### src/rtl/whcp_pkg.sv
// ----------------------------------------------------------------------------
// whcp_pkg
// Shared tags, status codes and item types of the RIFF/WAVE header parser.
// ----------------------------------------------------------------------------
`default_nettype none

package whcp_pkg;

  // four-character tags as they assemble little-endian
  localparam logic [31:0] TAG_RIFF = 32'h4646_4952;
  localparam logic [31:0] TAG_WAVE = 32'h4556_4157;
  localparam logic [31:0] TAG_FMT  = 32'h2074_6D66;
  localparam logic [31:0] TAG_DATA = 32'h6174_6164;

  // fixed part of the fmt chunk body
  localparam logic [31:0] FMT_BODY      = 32'd16;
  localparam logic [15:0] PCM_FORMAT    = 16'd1;
  localparam logic [15:0] BITS_REQUIRED = 16'd16;

  typedef enum logic [2:0] {
    STAT_OK         = 3'd0,
    STAT_BAD_MAGIC  = 3'd1,
    STAT_NOT_PCM    = 3'd2,
    STAT_TRUNCATED  = 3'd3,
    STAT_BAD_PARAMS = 3'd4
  } status_t;

  // one input item
  typedef struct packed {
    logic [7:0] stream_byte;
    logic       end_of_stream;
  } in_item_t;

  // one result item
  typedef struct packed {
    status_t     status;
    logic [15:0] channels;
    logic [31:0] sample_rate;
    logic [31:0] data_size;
    logic [31:0] data_offset;
  } result_t;

endpackage

`default_nettype wire

### src/rtl/whcp_if.sv
// ----------------------------------------------------------------------------
// whcp_if
// Valid/ready channels for the byte stream and for the header verdict.
// ----------------------------------------------------------------------------
`default_nettype none

interface whcp_in_if;
  logic       valid;
  logic       ready;
  logic [7:0] stream_byte;
  logic       end_of_stream;

  modport source (output valid, output stream_byte, output end_of_stream, input ready);
  modport sink   (input valid, input stream_byte, input end_of_stream, output ready);
endinterface

interface whcp_out_if;
  logic        valid;
  logic        ready;
  logic [2:0]  status;
  logic [15:0] channels;
  logic [31:0] sample_rate;
  logic [31:0] data_size;
  logic [31:0] data_offset;

  modport source (output valid, output status, output channels, output sample_rate,
                  output data_size, output data_offset, input ready);
  modport sink   (input valid, input status, input channels, input sample_rate,
                  input data_size, input data_offset, output ready);
endinterface

`default_nettype wire

### src/rtl/whcp_in_stage.sv
// ----------------------------------------------------------------------------
// whcp_in_stage
// Input register: holds one byte item until the parser takes it.
// ----------------------------------------------------------------------------
`default_nettype none

module whcp_in_stage (
  input  logic               clk,
  input  logic               rst_n,
  whcp_in_if.sink            in_chan,
  output logic               item_valid,
  output whcp_pkg::in_item_t item,
  input  logic               item_take
);
  import whcp_pkg::*;

  logic     valid_r;
  in_item_t item_r;
  logic     in_fire;

  // room when empty or when the held item leaves this cycle
  assign in_chan.ready = !valid_r || item_take;
  assign in_fire       = in_chan.valid && in_chan.ready;

  always_ff @(posedge clk) begin
    if (!rst_n) begin
      valid_r <= 1'b0;
    end else if (in_fire) begin
      valid_r <= 1'b1;
    end else if (item_take) begin
      valid_r <= 1'b0;
    end
  end

  // payload
  always_ff @(posedge clk) begin
    if (in_fire) begin
      item_r.stream_byte   <= in_chan.stream_byte;
      item_r.end_of_stream <= in_chan.end_of_stream;
    end
  end

  assign item_valid = valid_r;
  assign item       = item_r;

endmodule

`default_nettype wire

### src/rtl/whcp_parse.sv
// ----------------------------------------------------------------------------
// whcp_parse
// Header walk, one byte per cycle unless stalled, and the registered verdict.
// ----------------------------------------------------------------------------
`default_nettype none

module whcp_parse (
  input  logic               clk,
  input  logic               rst_n,
  input  logic               item_valid,
  input  whcp_pkg::in_item_t item,
  output logic               item_take,
  whcp_out_if.source         out_chan
);
  import whcp_pkg::*;

  typedef enum logic [2:0] {
    PH_RIFF  = 3'd0,
    PH_RSIZE = 3'd1,
    PH_WAVE  = 3'd2,
    PH_ID    = 3'd3,
    PH_SIZE  = 3'd4,
    PH_FMT   = 3'd5,
    PH_SKIP  = 3'd6
  } phase_t;

  typedef struct packed {
    phase_t      phase;
    logic [3:0]  fbc;
    logic [31:0] shift;
    logic [31:0] tag;
    logic [31:0] len;
    logic [31:0] skip;
    logic [31:0] pos;
    logic [15:0] chans;
    logic [31:0] rate;
    logic [15:0] bits;
    logic        verdict;
    logic        magic_bad;
  } pstate_t;

  localparam pstate_t ST_RESET = '{
    phase: PH_RIFF, fbc: 4'd0, shift: 32'd0, tag: 32'd0, len: 32'd0, skip: 32'd0,
    pos: 32'd0, chans: 16'd0, rate: 32'd0, bits: 16'd0, verdict: 1'b0, magic_bad: 1'b0
  };

  pstate_t     st_r;
  pstate_t     st_nxt;
  result_t     res_r;
  result_t     res;
  logic        res_valid;
  logic        out_valid_r;
  logic        out_valid_nxt;

  logic [31:0] shift_new;
  logic [3:0]  fbc_inc;
  logic        word_done;
  logic [31:0] pad_len;
  logic [31:0] skip_dec;
  logic        fmt_extra;
  logic        hit;
  status_t     hit_status;
  logic        hit_data;
  logic        data_ok;

  // the parser moves when the result register can take what it makes
  assign item_take = item_valid && (!out_valid_r || out_chan.ready);

  assign shift_new = {item.stream_byte, st_r.shift[31:8]};
  assign fbc_inc   = st_r.fbc + 4'd1;
  assign word_done = fbc_inc >= 4'd4;
  assign pad_len   = (shift_new + 32'd1) & ~32'd1;
  assign skip_dec  = st_r.skip - 32'd1;
  assign fmt_extra = st_r.len > FMT_BODY;
  assign data_ok   = (st_r.chans != 16'd0) && (st_r.rate != 32'd0) &&
                     (shift_new != 32'd0) && (st_r.bits == BITS_REQUIRED);

  // next state and verdict for the held byte
  always_comb begin
    st_nxt     = st_r;
    hit        = 1'b0;
    hit_status = STAT_OK;
    hit_data   = 1'b0;

    if (!st_r.verdict) begin
      st_nxt.pos   = st_r.pos + 32'd1;
      st_nxt.shift = shift_new;

      case (st_r.phase)
        PH_RIFF: begin
          st_nxt.fbc = word_done ? 4'd0 : fbc_inc;
          if (word_done) begin
            st_nxt.magic_bad = shift_new != TAG_RIFF;
            st_nxt.phase     = PH_RSIZE;
          end
        end
        PH_RSIZE: begin
          st_nxt.fbc = word_done ? 4'd0 : fbc_inc;
          if (word_done) begin
            st_nxt.phase = PH_WAVE;
          end
        end
        PH_WAVE: begin
          st_nxt.fbc = word_done ? 4'd0 : fbc_inc;
          if (word_done) begin
            if (st_r.magic_bad || shift_new != TAG_WAVE) begin
              hit        = 1'b1;
              hit_status = STAT_BAD_MAGIC;
            end else begin
              st_nxt.phase = PH_ID;
            end
          end
        end
        PH_ID: begin
          st_nxt.fbc = word_done ? 4'd0 : fbc_inc;
          if (word_done) begin
            st_nxt.tag   = shift_new;
            st_nxt.phase = PH_SIZE;
          end
        end
        PH_SIZE: begin
          st_nxt.fbc = word_done ? 4'd0 : fbc_inc;
          if (word_done) begin
            st_nxt.len = shift_new;
            if (st_r.tag == TAG_FMT) begin
              st_nxt.phase = PH_FMT;
            end else if (st_r.tag == TAG_DATA) begin
              hit        = 1'b1;
              hit_data   = 1'b1;
              hit_status = data_ok ? STAT_OK : STAT_BAD_PARAMS;
            end else begin
              st_nxt.skip  = pad_len;
              st_nxt.phase = (pad_len != 32'd0) ? PH_SKIP : PH_ID;
            end
          end
        end
        PH_FMT: begin
          st_nxt.fbc = fbc_inc;
          case (st_r.fbc)
            4'd1: begin
              if (shift_new[31:16] != PCM_FORMAT) begin
                hit        = 1'b1;
                hit_status = STAT_NOT_PCM;
              end
            end
            4'd3: begin
              st_nxt.chans = shift_new[31:16];
            end
            4'd7: begin
              st_nxt.rate = shift_new;
            end
            4'd15: begin
              st_nxt.bits  = shift_new[31:16];
              st_nxt.fbc   = 4'd0;
              st_nxt.skip  = fmt_extra ? (st_r.len - FMT_BODY) : 32'd0;
              st_nxt.phase = fmt_extra ? PH_SKIP : PH_ID;
            end
            default: begin
            end
          endcase
        end
        PH_SKIP: begin
          st_nxt.skip = skip_dec;
          if (skip_dec == 32'd0) begin
            st_nxt.fbc   = 4'd0;
            st_nxt.phase = PH_ID;
          end
        end
        default: begin
          st_nxt.phase = PH_RIFF;
          st_nxt.fbc   = 4'd0;
        end
      endcase

      if (hit) begin
        st_nxt.verdict = 1'b1;
      end
    end
  end

  // result item: a verdict, or truncated on a last byte without one
  always_comb begin
    res_valid       = !st_r.verdict && (hit || item.end_of_stream);
    res.status      = hit ? hit_status : STAT_TRUNCATED;
    res.channels    = st_nxt.chans;
    res.sample_rate = st_nxt.rate;
    res.data_size   = hit_data ? st_nxt.len : 32'd0;
    res.data_offset = hit_data ? st_nxt.pos : 32'd0;
  end

  assign out_valid_nxt = item_take ? res_valid : (out_valid_r && !out_chan.ready);

  // state and result register
  always_ff @(posedge clk) begin
    if (!rst_n) begin
      st_r        <= ST_RESET;
      out_valid_r <= 1'b0;
    end else begin
      out_valid_r <= out_valid_nxt;
      if (item_take) begin
        st_r <= item.end_of_stream ? ST_RESET : st_nxt;
        if (res_valid) begin
          res_r <= res;
        end
      end
    end
  end

  assign out_chan.valid       = out_valid_r;
  assign out_chan.status      = res_r.status;
  assign out_chan.channels    = res_r.channels;
  assign out_chan.sample_rate = res_r.sample_rate;
  assign out_chan.data_size   = res_r.data_size;
  assign out_chan.data_offset = res_r.data_offset;

endmodule

`default_nettype wire

### src/rtl/wav_header_chunk_parser.sv
// ----------------------------------------------------------------------------
// wav_header_chunk_parser
// RIFF/WAVE header parser: checks the magic, walks the chunks and gives one
// verdict on the data chunk.
// ----------------------------------------------------------------------------
// Usage:
//   in_chan takes the file one byte per item, in file order, with
//   end_of_stream set on the final byte. out_chan gives at most one verdict
//   item per file: status, channels, sample rate and, for a data chunk,
//   its size and the offset where PCM data starts.
//   Bytes after a verdict are swallowed until the final byte, which rearms
//   the parser; a final byte with no verdict yields a truncated status.
//   Path of a result item: its byte lands in the input register when
//   accepted, and the single-pass state update then loads the result
//   register when the parser takes the byte.
//   Throughput: one byte per cycle unless the receiver stalls.
//   Reset clears the walk state; the parser then expects the RIFF tag.
//   When the receiver stalls, one more byte is taken into the input
//   register, then in_chan.ready drops until the result item is taken.
// ----------------------------------------------------------------------------
`default_nettype none

module wav_header_chunk_parser (
  input  logic       clk,
  input  logic       rst_n,
  whcp_in_if.sink    in_chan,
  whcp_out_if.source out_chan
);
  import whcp_pkg::*;

  logic     item_valid;
  in_item_t item;
  logic     item_take;

  // input register
  whcp_in_stage u_in_stage (
    .clk        (clk),
    .rst_n      (rst_n),
    .in_chan    (in_chan),
    .item_valid (item_valid),
    .item       (item),
    .item_take  (item_take)
  );

  // header walk and verdict register
  whcp_parse u_parse (
    .clk        (clk),
    .rst_n      (rst_n),
    .item_valid (item_valid),
    .item       (item),
    .item_take  (item_take),
    .out_chan   (out_chan)
  );

endmodule

`default_nettype wire

### src/flat_wrapper.sv
// flat-port wrapper written by rule: the top's interface ports become plain ports
module wav_header_chunk_parser_flat import whcp_pkg::*;
  (clk, rst_n, in_chan_valid, in_chan_stream_byte, in_chan_end_of_stream, in_chan_ready, out_chan_valid, out_chan_status, out_chan_channels, out_chan_sample_rate, out_chan_data_size, out_chan_data_offset, out_chan_ready);
  whcp_in_if in_chan_i ();
  whcp_out_if out_chan_i ();
  input  logic clk;
  input  logic rst_n;
  input wire logic [$bits(in_chan_i.valid)-1:0] in_chan_valid;
  input wire logic [$bits(in_chan_i.stream_byte)-1:0] in_chan_stream_byte;
  input wire logic [$bits(in_chan_i.end_of_stream)-1:0] in_chan_end_of_stream;
  output wire logic [$bits(in_chan_i.ready)-1:0] in_chan_ready;
  output wire logic [$bits(out_chan_i.valid)-1:0] out_chan_valid;
  output wire logic [$bits(out_chan_i.status)-1:0] out_chan_status;
  output wire logic [$bits(out_chan_i.channels)-1:0] out_chan_channels;
  output wire logic [$bits(out_chan_i.sample_rate)-1:0] out_chan_sample_rate;
  output wire logic [$bits(out_chan_i.data_size)-1:0] out_chan_data_size;
  output wire logic [$bits(out_chan_i.data_offset)-1:0] out_chan_data_offset;
  input wire logic [$bits(out_chan_i.ready)-1:0] out_chan_ready;
  assign in_chan_i.valid = in_chan_valid;
  assign in_chan_i.stream_byte = in_chan_stream_byte;
  assign in_chan_i.end_of_stream = in_chan_end_of_stream;
  assign in_chan_ready = in_chan_i.ready;
  assign out_chan_valid = out_chan_i.valid;
  assign out_chan_status = out_chan_i.status;
  assign out_chan_channels = out_chan_i.channels;
  assign out_chan_sample_rate = out_chan_i.sample_rate;
  assign out_chan_data_size = out_chan_i.data_size;
  assign out_chan_data_offset = out_chan_i.data_offset;
  assign out_chan_i.ready = out_chan_ready;
  wav_header_chunk_parser u_core (.clk(clk), .rst_n(rst_n), .in_chan(in_chan_i), .out_chan(out_chan_i));
endmodule
### config.mk
export PLATFORM = sky130hd
export DESIGN_NAME = wav_header_chunk_parser_flat
export DESIGN_NICKNAME = d
export VERILOG_FILES = /design/src/rtl/whcp_pkg.sv /design/src/rtl/whcp_if.sv /design/src/rtl/whcp_in_stage.sv /design/src/rtl/whcp_parse.sv /design/src/rtl/wav_header_chunk_parser.sv /design/src/flat_wrapper.sv
export SDC_FILE = /design/constraint.sdc
export NUM_CORES = 1
export LEC_CHECK = 0
export ABC_AREA = 1
export ABC_CLOCK_PERIOD_IN_PS = 10000
export BUFFER_PORTS_ARGS = -buffer_cell sky130_fd_sc_hd__buf_2
export CORE_ASPECT_RATIO = 1.1
export CORE_MARGIN = 4
export CORE_UTILIZATION = 35
export CTS_BUF_LIST = sky130_fd_sc_hd__clkbuf_4
export CTS_CLUSTER_DIAMETER = 200
export DETAILED_ROUTE_END_ITERATION = 10
export HOLD_SLACK_MARGIN = 0.08
export SYNTH_ARGS = -nofsm -noshare
export SYNTH_HDL_FRONTEND = slang
export SYNTH_SLANG_ARGS = --single-unit
### constraint.sdc
create_clock -name clk -period 10 [get_ports clk]
set_input_delay 1.5 -clock clk [delete_from_list [all_inputs] [get_ports clk]]
set_output_delay 1.5 -clock clk [all_outputs]
set_load 0.005 [all_outputs]
# After elaboration in Yosys (flattened, before gate mapping)
# Index checks and enable logic that the tools add are counted.
# word_totals
wordCells	152
ff_bits	359
n_memories	0
mem_bits_rw	0
latchBits	0
romBits	0
# op_classes
bitwise_logic	1
shift	0
n_eq_ne	28
addsub	5
multipliers	0
reduce_logical	37
mux	57
magnitude_cmp	2
n_div	0
# ops
cell	n
2-to-1 mux 233 bit	2
2-to-1 mux 32 bit	8
2-to-1 mux 64 bit	2
case mux 32 bit (3 select lines)	1
nonzero test 32 bit	3
adder 32 x 1 -> 32 bit (second input constant)	2
inequality test 32 x 31 -> 1 bit (second input constant)	2
case mux 7 bit (7 select lines)	1
2-to-1 mux 3 bit	15
equality test 32 x 30 -> 1 bit (second input constant)	1
equality test 32 x 31 -> 1 bit (second input constant)	1
greater-than comparator 32 x 5 -> 1 bit (second input constant)	1
logical NOT 32 bit	1
2-to-1 mux 16 bit	2
subtractor 32 x 1 -> 32 bit (second input constant)	1
subtractor 32 x 5 -> 32 bit (second input constant)	1
inequality test 3 x 2 -> 1 bit (second input constant)	9
2-to-1 mux 1 bit	19
equality test 16 x 5 -> 1 bit (second input constant)	1
inequality test 16 x 1 -> 1 bit (second input constant)	1
nonzero test 16 bit	1
2-to-1 mux 7 bit	2
AND reduction 4 bit	3
nonzero test 2 bit	6
other kinds (27)	44

# Longest topological paths before layout
# logic_depth
word_depth	10
depth_mapped	18
mapped_depth_nobuf	18

# Modules after synthesis
# Synthesis repeated with hierarchy kept, for this count alone.
# hier_totals
cells_unflattened	2523
area_unflattened_um2	18357.6
# modules_own_cells
module	cells_each	instances	seq_area_each_um2	area_per_inst_um2
whcp_parse	2507	1	7977.7	18036.0
whcp_in_stage	16	1	290.3	321.6

# Least setup slack after synthesis
# No wires, ideal clock.
# synth_path
path_type	input to register
startpoint	in out_chan_ready
endpoint	reg u_core.u_parse.res_r (netlist bit u_core.u_parse.out_chan.channels[0]), enable pin
stages	8
setup_ps	468
slack_ps	5174
path_buffers	0
required_time_ps	9532
arrival_time_ps	4358
cell_sequence	inv_1 -> nand2_1 -> nand2_1 -> nor2_1 -> inv_1 -> nand2_1 -> nand3_1 -> inv_1
# synth_via
elab_chain_len	3
# synth_lines
element	line	source
from (decl)	flat_wrapper.sv:18	input wire logic [$bits(out_chan_i.ready)-1:0] out_chan_ready;
logical OR 1 bit	whcp_parse.sv:67	assign item_take = item_valid && (!out_valid_r || out_chan.ready);
logical AND 1 bit	whcp_parse.sv:67	
AND reduction 3 bit (no source line)	-	
to (signal assigned)	whcp_parse.sv:203	res_r <= res;
to (decl)	whcp_parse.sv:49	result_t res_r;
# Every way passes these cells.
# A chain may end at the register's enable or synchronous reset.

# Final worst setup path
# layout_path
startpoint	in out_chan_ready
endpoint	reg u_core.u_parse.st_r[168] (netlist name)
# layout_via
elab_chain_len	3
# layout_lines
element	line	source
logical OR 1 bit	whcp_parse.sv:67	
logical AND 1 bit	whcp_parse.sv:67	
AND reduction 4 bit (no source line)	-	
to (signal assigned)	whcp_parse.sv:201	st_r <= item.end_of_stream ? ST_RESET : st_nxt;
to (decl)	whcp_parse.sv:47	pstate_t st_r;
# Every way passes these cells.

==> metrics.cfg <==
[route]
drtAntennaViolNets=0
drt_iter0_markers=1550
vias=16900
wl_um=57000
drt-pass1-iter-count=8
drcViolationCount=0
via_per_inst=5.18
wl_per_cell_um=17.5

[timing]
max_freq_ghz=0.241
relSlewSlack=0.185
min_period_ps=4140
tightest_slew_ps=1220
period_share=0.414
hold_slack_ps=467
setup-tns-final_ps=0
skew_ps=71.1
rsz0062_at_grt=false
setup_violations=0
hold_violations=0
slew_violations=0
layout_setup_ws_ps=5860

[critical_path]
cp.arrival_ps=4810
end_kind=flip-flop
worstSetupPathType=input port to flip-flop
cpMaxStageDelayCell=buf_4
critical_path.top_delay_family=buffers and inverters
crit_fanout=80
r2r_slack_ps=6090
reg2reg_from=u_core.u_in_stage.item[4]
crit_path_cell_trace=buf_2 > inv_1 > nand2_1 > nand2_2 > buf_4 > nor2_1 > inv_1 > nand2_1 > nand3_2 > clkinv_1 > o21ai_0 > nor2_1
crit_required_ps=10670
cp.buffers_inverters=5
reg2reg_to=u_core.u_parse.out_chan.data_offset[16]
critical_path.startpoint=out_chan_ready
reg2reg_depth=13
cp-start-kind=input port
max_stage_delay_ps=700

[clock_network]
post_cts_buffers=0
cts_sinks=351
tritoncts=built
clk_path_buf_depth=3
cts_root_buf=clkbuf_4
cts.repair.resized=0
h-tree-depth=3
clk_pin_slew_ps=60
clock_latency_ps=820
cts_made_buffers=93
cts_hold_buf=0

[layout]
finalNonFillerCells=3261
multi_input_area_um2=8270
nets=2551
final_cell_mix=671 x nand2_1, 330 x nor2_1, 227 x dfxtp_1
area_delta_synth_final_pct=12.9
final_common_cell=nand2_1
layout.area.seq_um2=8270
fillerInstances=5269
drive_gt1_frac=0.147
finish.utilization=0.399

[place]
gp_congestion=0.954
dp_slack_ps=5100
hpwl_um=40300
io_buffers=129
dp_cells=3093

[hold_path]
hold_path_startpoint=u_core.u_parse.st_r[17]
holdPathEnd=u_core.u_parse.st_r[17]
holdPathStages=2
hp-class=flip-flop to flip-flop

[yosys]
post_synth_num_cell_types=53
netlist_instances=2400
syn-num-nets=2423
yosysSeqAreaShare=0.466
ys_ff_latch=351
ys.warnings.count=0
syn_avg_cell_area_um2=7.39
synth_area_um2=17700

[global_routing]
grt_max_degree=103
antenna_found_initial=2
grt_use_total=0.202
first_global_vias=15900
grt_pass1_wl_um=88500
grt.overflow.total=0

[run]
cap_violations=0

[floorplanning]
rows=86
core_um2=50100
die_width_um=223
start_util=0.354
io_pins=130
dieHeight_um=244
fp.dieArea_um2=54300

[power]
p_per_area_nw_per_um2=148
p_leak_nw=7.26
irDropWorstVdd_v=0.0000701

[run_status]
status=finished clean

[cells by family (layout without fill, tap and decap cells)]
group / after synthesis / after routing / share of synthesized area
compound gates: 401 / 401 / 0.121
other cells: 0 / 1 / 0
fa+ha+maj: 10 / 10 / 0.00706
buf+inv: 300 / 500 / 0.0678
simple gates: 1283 / 1283 / 0.311
xor+xnor: 55 / 55 / 0.0272
flops: 351 / 351 / 0.466
[how the worst max path moves through the flow]
| stage | cells after the start | endpoint | slack [ps] |
|---|---|---|---|
| after floorplan | 8 | u_core.u_parse.out_chan.channels[0] | 5170 |
| after global placement | 11 | u_core.u_parse.out_chan.data_offset[29] | 5160 |
| after detailed placement | 11 | u_core.u_parse.out_chan.data_offset[29] | 5100 |
| after CTS | 11 | u_core.u_parse.out_chan.data_offset[16] | 5950 |
| after global routing | 12 | u_core.u_parse.st_r[164] | 5530 |
| final | 12 | u_core.u_parse.st_r[168] | 5860 |
[worst reg2reg max path: stages (launching register included)]
cell      delay (ps)
edfxtp_1         620
inv_1            370
nand2_1          150
nor3_1            80
nand3_1          100
nor3_1            50
nand2_1          140
nand3_1          120
o211ai_1         160
nand2_1          100
nand2_1           80
nand3_1          190
inv_4            420
buf_4            820
[flip-flops by register name (all words and copies together), names as in the netlist]
| register | flops |
|---|---|
| u_core.u_in_stage.item | 9 |
| u_core.u_in_stage.item_valid | 1 |
| u_core.u_parse.out_chan.channels | 16 |
| u_core.u_parse.out_chan.data_offset | 32 |
| u_core.u_parse.out_chan.data_size | 32 |
| u_core.u_parse.out_chan.sample_rate | 32 |
| u_core.u_parse.out_chan.status | 3 |
| u_core.u_parse.out_chan.valid | 1 |
| u_core.u_parse.shift_new | 24 |
| u_core.u_parse.st_r | 201 |
[report_power, final]
group | switching, mW | internal [mW]
sequential | 0.0219 | 1.50
clock | 0.614 | 0.667
combinational | 0.116 | 0.0379
[per-layer routing]
layer,GRT usage,routed length (um),up-vias
li1,-,-,8199
met3,0.0352,4280,109
met2,0.341,27100,660
met5,0,0,-
met4,0.0684,1500,0
met1,0.264,24100,7937
[through the flow]
stage	power [mW]	cell area (um2)
6_report	2.96	20000
2_1_floorplan	1.65	17700
4_1_cts	2.99	20000
3_3_place_gp	1.70	18800
5_1_grt	3.09	20000
3_5_place_dp	1.70	18800
[synth_stat cells (all sizes together)]
cell type / count / area, um2
clkbuf: 74 / 294
nand2: 686 / 2630
o2111ai: 2 / 17.5
nor2: 362 / 1500
o21ai: 131 / 656
nand3b: 5 / 37.5
a22o: 1 / 8.76
a2bb2oi: 3 / 26.3
a41oi: 1 / 8.76
nor3b: 1 / 7.51
o221ai: 5 / 43.8
nor4: 27 / 169
a211oi: 16 / 120
a22oi: 3 / 22.5
and2: 2 / 12.5
inv: 191 / 717
buf: 31 / 176
or2: 16 / 100
nor3: 33 / 209
nand3: 115 / 628
nand4: 35 / 219
xor2: 37 / 324
dfxtp: 227 / 4540
o2bb2ai: 1 / 8.76
o22ai: 4 / 25.0
and3: 1 / 6.26
clkinv: 4 / 15.0
a21o: 1 / 8.76
o21bai: 1 / 7.51
a31oi: 1 / 6.26
edfxtp: 124 / 3720
ha: 10 / 125
xnor2: 18 / 158
o211ai: 7 / 52.6
a21oi: 224 / 1120
[cell type report]
| class | instances | share of cell area |
|---|---|---|
| Sequential cell | 351 | 0.413 |
| Clock inverter | 21 | 0.00550 |
| Tap cell | 660 | 0.0412 |
| Timing Repair Buffer | 138 | 0.0356 |
| Clock buffer | 146 | 0.0547 |
| Antenna cell | 1 | 0.000125 |
| Inverter | 195 | 0.0369 |
| Multi-Input combinational cell | 1749 | 0.413 |
(Power assumes the default switching activity.)
